<file path="src/design/ctg_pkg.sv">
`default_nettype none

package ctg_pkg;

    // Configuration register indexes.
    localparam int unsigned CFG_INDEX_W = 2;
    localparam logic [CFG_INDEX_W-1:0] CFG_METHOD        = 2'd0;
    localparam logic [CFG_INDEX_W-1:0] CFG_BACKGROUND    = 2'd1;
    localparam logic [CFG_INDEX_W-1:0] CFG_ALPHA_PRESENT = 2'd2;

    localparam int unsigned CFG_DATA_W = 8;

    // Method codes. Codes above METHOD_MEAN behave as the mean.
    localparam int unsigned METHOD_W = 3;
    localparam logic [METHOD_W-1:0] METHOD_RED   = 3'd0;
    localparam logic [METHOD_W-1:0] METHOD_GREEN = 3'd1;
    localparam logic [METHOD_W-1:0] METHOD_BLUE  = 3'd2;
    localparam logic [METHOD_W-1:0] METHOD_ALPHA = 3'd3;
    localparam logic [METHOD_W-1:0] METHOD_LUMA  = 3'd4;
    localparam logic [METHOD_W-1:0] METHOD_MEAN  = 3'd5;

    localparam logic [METHOD_W-1:0] METHOD_RESET     = METHOD_MEAN;
    localparam logic [7:0]          BACKGROUND_RESET = 8'd0;

    // Luma weights; the weighted sum is shifted right by LUMA_SHIFT.
    localparam logic [14:0] W_RED      = 15'd6969;
    localparam logic [14:0] W_GREEN    = 15'd23434;
    localparam logic [14:0] W_BLUE     = 15'd2365;
    localparam int unsigned LUMA_SHIFT = 15;
    localparam int unsigned LUMA_SUM_W = 23;

    // Divide by 3 for sums below 2048: (x * 683) >> 11.
    localparam logic [9:0]  RECIP3       = 10'd683;
    localparam int unsigned RECIP3_SHIFT = 11;

    // Divide by 255 for sums up to 255 * 255: (x * 32897) >> 23.
    localparam logic [15:0] RECIP255       = 16'd32897;
    localparam int unsigned RECIP255_SHIFT = 23;

    localparam logic [7:0] FULL = 8'd255;

    typedef struct packed {
        logic [7:0] red;
        logic [7:0] green;
        logic [7:0] blue;
        logic [7:0] opacity;
        logic       last_pixel;
    } pixel_t;

    typedef struct packed {
        logic [7:0] gray;
        logic       last_out;
    } result_t;

    // Handoff from the selection stage to the blend stages.
    typedef struct packed {
        logic       valid;
        logic [7:0] value;
        logic [7:0] weight;
        logic       last;
    } ctg_stage_t;

endpackage

`default_nettype wire

</file>
<file path="src/design/ctg_blend.sv">
`default_nettype none

// Blends the selected value with the background gray:
// (weight * value + (255 - weight) * background) / 255.
// A weight of 255 returns the value unchanged.
module ctg_blend
(
    input  wire logic               clk,
    input  wire logic               rst_n,
    input  wire ctg_pkg::ctg_stage_t stage_in,
    input  wire logic [7:0]         background,
    output logic                    result_valid,
    output ctg_pkg::result_t        result
);

    logic        valid_b_reg;
    logic        last_b_reg;
    logic [15:0] fg_prod_reg;
    logic [15:0] bg_prod_reg;
    logic [15:0] fg_prod_next;
    logic [15:0] bg_prod_next;

    logic        valid_c_reg;
    logic        last_c_reg;
    logic [7:0]  gray_c_reg;
    logic [7:0]  gray_c_next;
    logic [16:0] blend_sum;
    logic [32:0] quot_prod;

    always_comb
    begin
        fg_prod_next = 16'(stage_in.weight) * 16'(stage_in.value);
        bg_prod_next = 16'(ctg_pkg::FULL - stage_in.weight) * 16'(background);
    end

    always_comb
    begin
        blend_sum = 17'(fg_prod_reg) + 17'(bg_prod_reg);
        quot_prod = 33'(blend_sum) * 33'(ctg_pkg::RECIP255);
        gray_c_next = quot_prod[ctg_pkg::RECIP255_SHIFT +: 8];
    end

    always_ff @(posedge clk or negedge rst_n)
    begin
        if (!rst_n)
        begin
            valid_b_reg <= 1'b0;
            valid_c_reg <= 1'b0;
        end
        else
        begin
            valid_b_reg <= stage_in.valid;
            valid_c_reg <= valid_b_reg;
        end
    end

    always_ff @(posedge clk)
    begin
        fg_prod_reg <= fg_prod_next;
        bg_prod_reg <= bg_prod_next;
        last_b_reg  <= stage_in.last;
        gray_c_reg  <= gray_c_next;
        last_c_reg  <= last_b_reg;
    end

    assign result_valid    = valid_c_reg;
    assign result.gray     = gray_c_reg;
    assign result.last_out = last_c_reg;

endmodule

`default_nettype wire

</file>
<file path="src/design/color_to_gray_with_alpha.sv">
`default_nettype none

// Pixel to gray converter with optional alpha blend against a background gray.
// Input: a pixel transfer happens at a clock edge where start is high and busy
// is low. busy is always low, so one pixel can be taken every cycle.
// Output: result_valid is high for exactly one cycle with the gray value and
// the copied last flag; the receiver must take it in that cycle.
// Throughput is one pixel per clock. A pixel passes from the start edge to
// result_valid through three pipeline registers: channel selection with the
// luma and mean multipliers, the two blend products, and the divide by 255.
// Configuration is written through wr_en, wr_index and wr_data; index 0 is the
// method, 1 the background gray, 2 the alpha flag. Writes are allowed only
// while no pixel is in flight.
// Reset clears the pipeline valid bits and loads method mean, background 0
// and no alpha. The receiver cannot stall, so there is no backpressure path.
module color_to_gray_with_alpha
(
    input  wire logic                              clk,
    input  wire logic                              rst_n,
    input  wire logic                              start,
    output logic                                   busy,
    input  wire ctg_pkg::pixel_t                   pixel,
    output logic                                   result_valid,
    output ctg_pkg::result_t                       result,
    input  wire logic                              wr_en,
    input  wire logic [ctg_pkg::CFG_INDEX_W-1:0]   wr_index,
    input  wire logic [ctg_pkg::CFG_DATA_W-1:0]    wr_data
);

    logic [ctg_pkg::METHOD_W-1:0] method_reg;
    logic [7:0]                   background_reg;
    logic                         alpha_present_reg;

    ctg_pkg::ctg_stage_t stage_a_reg;
    ctg_pkg::ctg_stage_t stage_a_next;

    logic [ctg_pkg::LUMA_SUM_W-1:0] luma_sum;
    logic [7:0]                     luma;
    logic [9:0]                     chan_sum;
    logic [20:0]                    mean_prod;
    logic [7:0]                     mean;

    assign busy = 1'b0;

    always_ff @(posedge clk or negedge rst_n)
    begin
        if (!rst_n)
        begin
            method_reg        <= ctg_pkg::METHOD_RESET;
            background_reg    <= ctg_pkg::BACKGROUND_RESET;
            alpha_present_reg <= 1'b0;
        end
        else if (wr_en)
        begin
            unique case (wr_index)
                ctg_pkg::CFG_METHOD:
                    method_reg <= wr_data[ctg_pkg::METHOD_W-1:0];
                ctg_pkg::CFG_BACKGROUND:
                    background_reg <= wr_data;
                ctg_pkg::CFG_ALPHA_PRESENT:
                    alpha_present_reg <= wr_data[0];
                default:
                begin
                end
            endcase
        end
    end

    always_comb
    begin
        luma_sum = ctg_pkg::LUMA_SUM_W'(ctg_pkg::W_RED)   * ctg_pkg::LUMA_SUM_W'(pixel.red)
                 + ctg_pkg::LUMA_SUM_W'(ctg_pkg::W_GREEN) * ctg_pkg::LUMA_SUM_W'(pixel.green)
                 + ctg_pkg::LUMA_SUM_W'(ctg_pkg::W_BLUE)  * ctg_pkg::LUMA_SUM_W'(pixel.blue);
        luma     = luma_sum[ctg_pkg::LUMA_SHIFT +: 8];

        chan_sum  = 10'(pixel.red) + 10'(pixel.green) + 10'(pixel.blue);
        mean_prod = 21'(chan_sum) * 21'(ctg_pkg::RECIP3);
        mean      = mean_prod[ctg_pkg::RECIP3_SHIFT +: 8];
    end

    // A weight of full scale makes the blend stages pass the value through,
    // which covers the raw modes and images without alpha.
    always_comb
    begin
        stage_a_next.valid  = start;
        stage_a_next.last   = pixel.last_pixel;
        stage_a_next.weight = ctg_pkg::FULL;
        unique case (method_reg)
            ctg_pkg::METHOD_RED:   stage_a_next.value = pixel.red;
            ctg_pkg::METHOD_GREEN: stage_a_next.value = pixel.green;
            ctg_pkg::METHOD_BLUE:  stage_a_next.value = pixel.blue;
            ctg_pkg::METHOD_ALPHA:
                stage_a_next.value = alpha_present_reg ? pixel.opacity : ctg_pkg::FULL;
            ctg_pkg::METHOD_LUMA:
            begin
                stage_a_next.value = luma;
                if (alpha_present_reg)
                begin
                    stage_a_next.weight = pixel.opacity;
                end
            end
            default:
            begin
                stage_a_next.value = mean;
                if (alpha_present_reg)
                begin
                    stage_a_next.weight = pixel.opacity;
                end
            end
        endcase
    end

    always_ff @(posedge clk or negedge rst_n)
    begin
        if (!rst_n)
        begin
            stage_a_reg <= '0;
        end
        else
        begin
            stage_a_reg <= stage_a_next;
        end
    end

    ctg_blend u_blend
    (
        .clk          (clk),
        .rst_n        (rst_n),
        .stage_in     (stage_a_reg),
        .background   (background_reg),
        .result_valid (result_valid),
        .result       (result)
    );

endmodule

`default_nettype wire
</file>
<file path="config.mk">
export PLATFORM = sky130hd
export DESIGN_NAME = color_to_gray_with_alpha
export DESIGN_NICKNAME = d
export VERILOG_FILES = /design/src/design/ctg_pkg.sv /design/src/design/ctg_blend.sv /design/src/design/color_to_gray_with_alpha.sv
export SDC_FILE = /design/constraint.sdc
export NUM_CORES = 1
export LEC_CHECK = 0
export BUFFER_PORTS_ARGS = -buffer_cell sky130_fd_sc_hd__buf_4
export CAP_MARGIN = 15
export CORE_UTILIZATION = 50
export CTS_BUF_LIST = sky130_fd_sc_hd__clkbuf_4 sky130_fd_sc_hd__clkbuf_8 sky130_fd_sc_hd__clkbuf_16
export CTS_CLUSTER_SIZE = 30
export DETAILED_ROUTE_END_ITERATION = 12
export GPL_TIMING_DRIVEN = 0
export PLACE_DENSITY = 0.78
export SLEW_MARGIN = 20
export SYNTH_ARGS = -nofsm -noshare
export SYNTH_HDL_FRONTEND = slang
export SYNTH_SLANG_ARGS = --single-unit
</file>
<file path="constraint.sdc">
create_clock -name clk -period 10.39 [get_ports clk]
set_clock_uncertainty 0.1 [all_clocks]
set_input_delay 0.5195 -clock clk [delete_from_list [all_inputs] [get_ports clk]]
set_output_delay 0.5195 -clock clk [all_outputs]
set_load 0.02 [all_outputs]
</file>
==> impl_metrics.ini <==
[die]
dieWidth_um = 181
dieArea_um2 = 32900
fp-row-count = 65
design.core.area_um2 = 31600
die_h_um = 181
start_util_pct = 50.9
io-pin-count = 58

[synthesis]
synth_seq_cells = 74
synth_cell_type_count = 63
ys_seq_area_share_pct = 10.2
async_reset_ff_share_pct = 43.2
synth_area_um2 = 16100
synthTopCellsByArea = ha_1, fa_1, inv_1
yosys.area.top_type = ha_1
synthFlopType = dfxtp_1
synth-edff-count = 0
ys.warnings.count = 0
syn_avg_cell_area_um2 = 9.62
synthesis.nets = 2315
synthCells = 1673
synth_top_area_share_pct = 29.1

[outcome]
violations = negative hold slack
status = finished, violations left

[setup_path]
start_kind = primary input
max_stage_delay_ns = 0.55
cp_top_family = adder cells
crit_fanout = 8
crit_slowest_cell = fa_1
crit_top_cell = fa_1
cp.arrival_ns = 8.19
path_class = in -> reg
required_ns = 10.51
cp.buffers_inverters = 4
crit_path_end_kind = flip-flop

[sta]
final_hold_viol_count = 1
holdWs_ns = -0.00179
relSlewSlack_pct = 46.7
finalCriticalPeriod_ns = 8.08
rsz0062_at_grt = false
min_period_over_period_pct = 77.7
setup_viol = 0
tightest_slew_ns = 0.794
setup_slack_ns = 2.31
drv_slew = 0
fmax_mhz = 124
setup_tns_ns = 0

[detailed_routing]
via_per_inst = 5.48
firstDrtPassIters = 5
num_vias = 11800
post_drt_wl_per_cell_um = 16.5
drtAntennaViolNets = 0
drt_wl_total_mm = 35.5
drcViolationCount = 0
drt_iter0_markers = 479

[placement]
portBuffers = 56
dp.cells = 2131
dp_slack_ns = 2.02
gp_congestion = 0.927
hpwl_mm = 29.9

[clocking]
clock-sinks = 74
cts_made_buffers = 9
clkSlewWorstSetupHoldPaths_ns = 0.07
clk_latency_ns = 0.35
clock_path_buffers = 2
cts-resized-gates = 0
cts_tree = done
htreeDepth = 3
post_cts_buffers = 0
cts_hold_buf = 0
root_buffer = clkbuf_16

[grt]
grt_max_degree = 33
grt_pass1_wl_mm = 59.3
grt.overflow.total = 0
track_usage_pct = 22.7
grt_pass1_vias = 12600
antenna_found_initial = 0

[finish]
drive_gt1_share_pct = 6.36
final_common_cell = ha_1
area_delta_synth_final_pct = 7.65
final_cell_mix = ha_1, inv_1, fa_1
diodes = 0
finalNonFillerCells = 2147
fin_nets = 2382
fillers = 2726
largest_reg_flops = 18

[worst_hold_path]
hp-class = in -> async

[job]
max_cap_viol_count = 0
cell usage after synthesis, types with 3 or more instances:
library cell and number:
nor2b_1 48, and4_1 3, nand4_1 6, ha_1 375
or3_1 5, xnor2_1 54, and3_1 5, o21ai_0 37
a31o_2 4, clkbuf_1 14, dfxtp_1 42, o21ai_1 4
o2111ai_1 6, nand2_1 70, a21boi_0 5, o21a_1 13
or2_2 14, a21o_1 27, o21bai_1 7, a22oi_1 3
a221oi_1 3, o211ai_1 9, and2_1 36, nor3_1 18
nor2_1 53, fa_1 220, a31oi_1 8, xor2_1 23
o22ai_1 6, nand2b_1 34, dfrtp_1 30, a21oi_1 61
a211oi_1 11, inv_1 360, mux2_2 11, nand3_1 11
worst paths after layout:
kind	from	end	slack, ns	cells after the start
worst max register to register	u_blend.bg_prod_reg[0]	u_blend.gray_c_reg[7]	4.18	22
worst min-delay path	rst_n	background_reg[6]	-0.002	1
worst min register to register	u_blend.last_b_reg	u_blend.last_c_reg	0.23	0
max in group asynchronous	rst_n	method_reg[0]	9.86	1
worst max-delay path	pixel[22]	stage_a_reg[15]	2.31	30
min in group clk	pixel[0]	stage_a_reg[0]	0.17	1
worst register-to-register path, delay by kind of cell (launching register included):
family                     cells  cell delay (ns)
AOI/OAI and AO/OA             11             2.69
adders and majority gates      7             2.21
and+or+nand+nor                3             0.60
DFF                            1             0.31
xor gates and xnor gates       1             0.17
layer usage:
| metal | vias to the layer above | track usage, % | part of all wire (%) |
|---|---|---|---|
| met5 | - | 0 | 0 |
| met1 | 5833 | 26.7 | 41 |
| met3 | 82 | 2.89 | 4.2 |
| met2 | 259 | 42.3 | 52 |
| li1 | 5588 | - | - |
| met4 | 0 | 8.07 | 3.0 |
cell type report:
type	instances	area [um^2]	share of cell area, %
multi-input cells	1223	13000	75.2
flip-flops and latches	74	1640	9.49
inverters	360	1350	7.80
well taps	402	503	2.90
repair buffers	56	420	2.43
clock buffers	9	225	1.30
clock inverters	7	83.8	0.484
plain buffers	16	67.6	0.390
logic make-up (layout without fill, tap and decap cells):
logic type / Yosys count / after routing / synth area share (%)
compound gates: 229 / 229 / 9.48
xor+xnor: 77 / 77 / 4.19
fa+ha+maj: 595 / 595 / 56.5
buf+inv: 376 / 448 / 8.81
flops: 74 / 74 / 10.2
mux: 11 / 11 / 0.769
other cells: 1 / 1 / 0.0233
simple gates: 310 / 310 / 10.0
metrics by stage:
stage               util, %  instance area, um^2
global placement       53.8                17000
CTS                    54.8                17300
floorplan                 -                16100
global route           54.8                17300
detailed placement     53.8                17000
finish                 54.8                17300
Power is left out: the tool's default activity adds up to more than one toggle a clock period on the data nets, which glitch-free logic cannot reach.
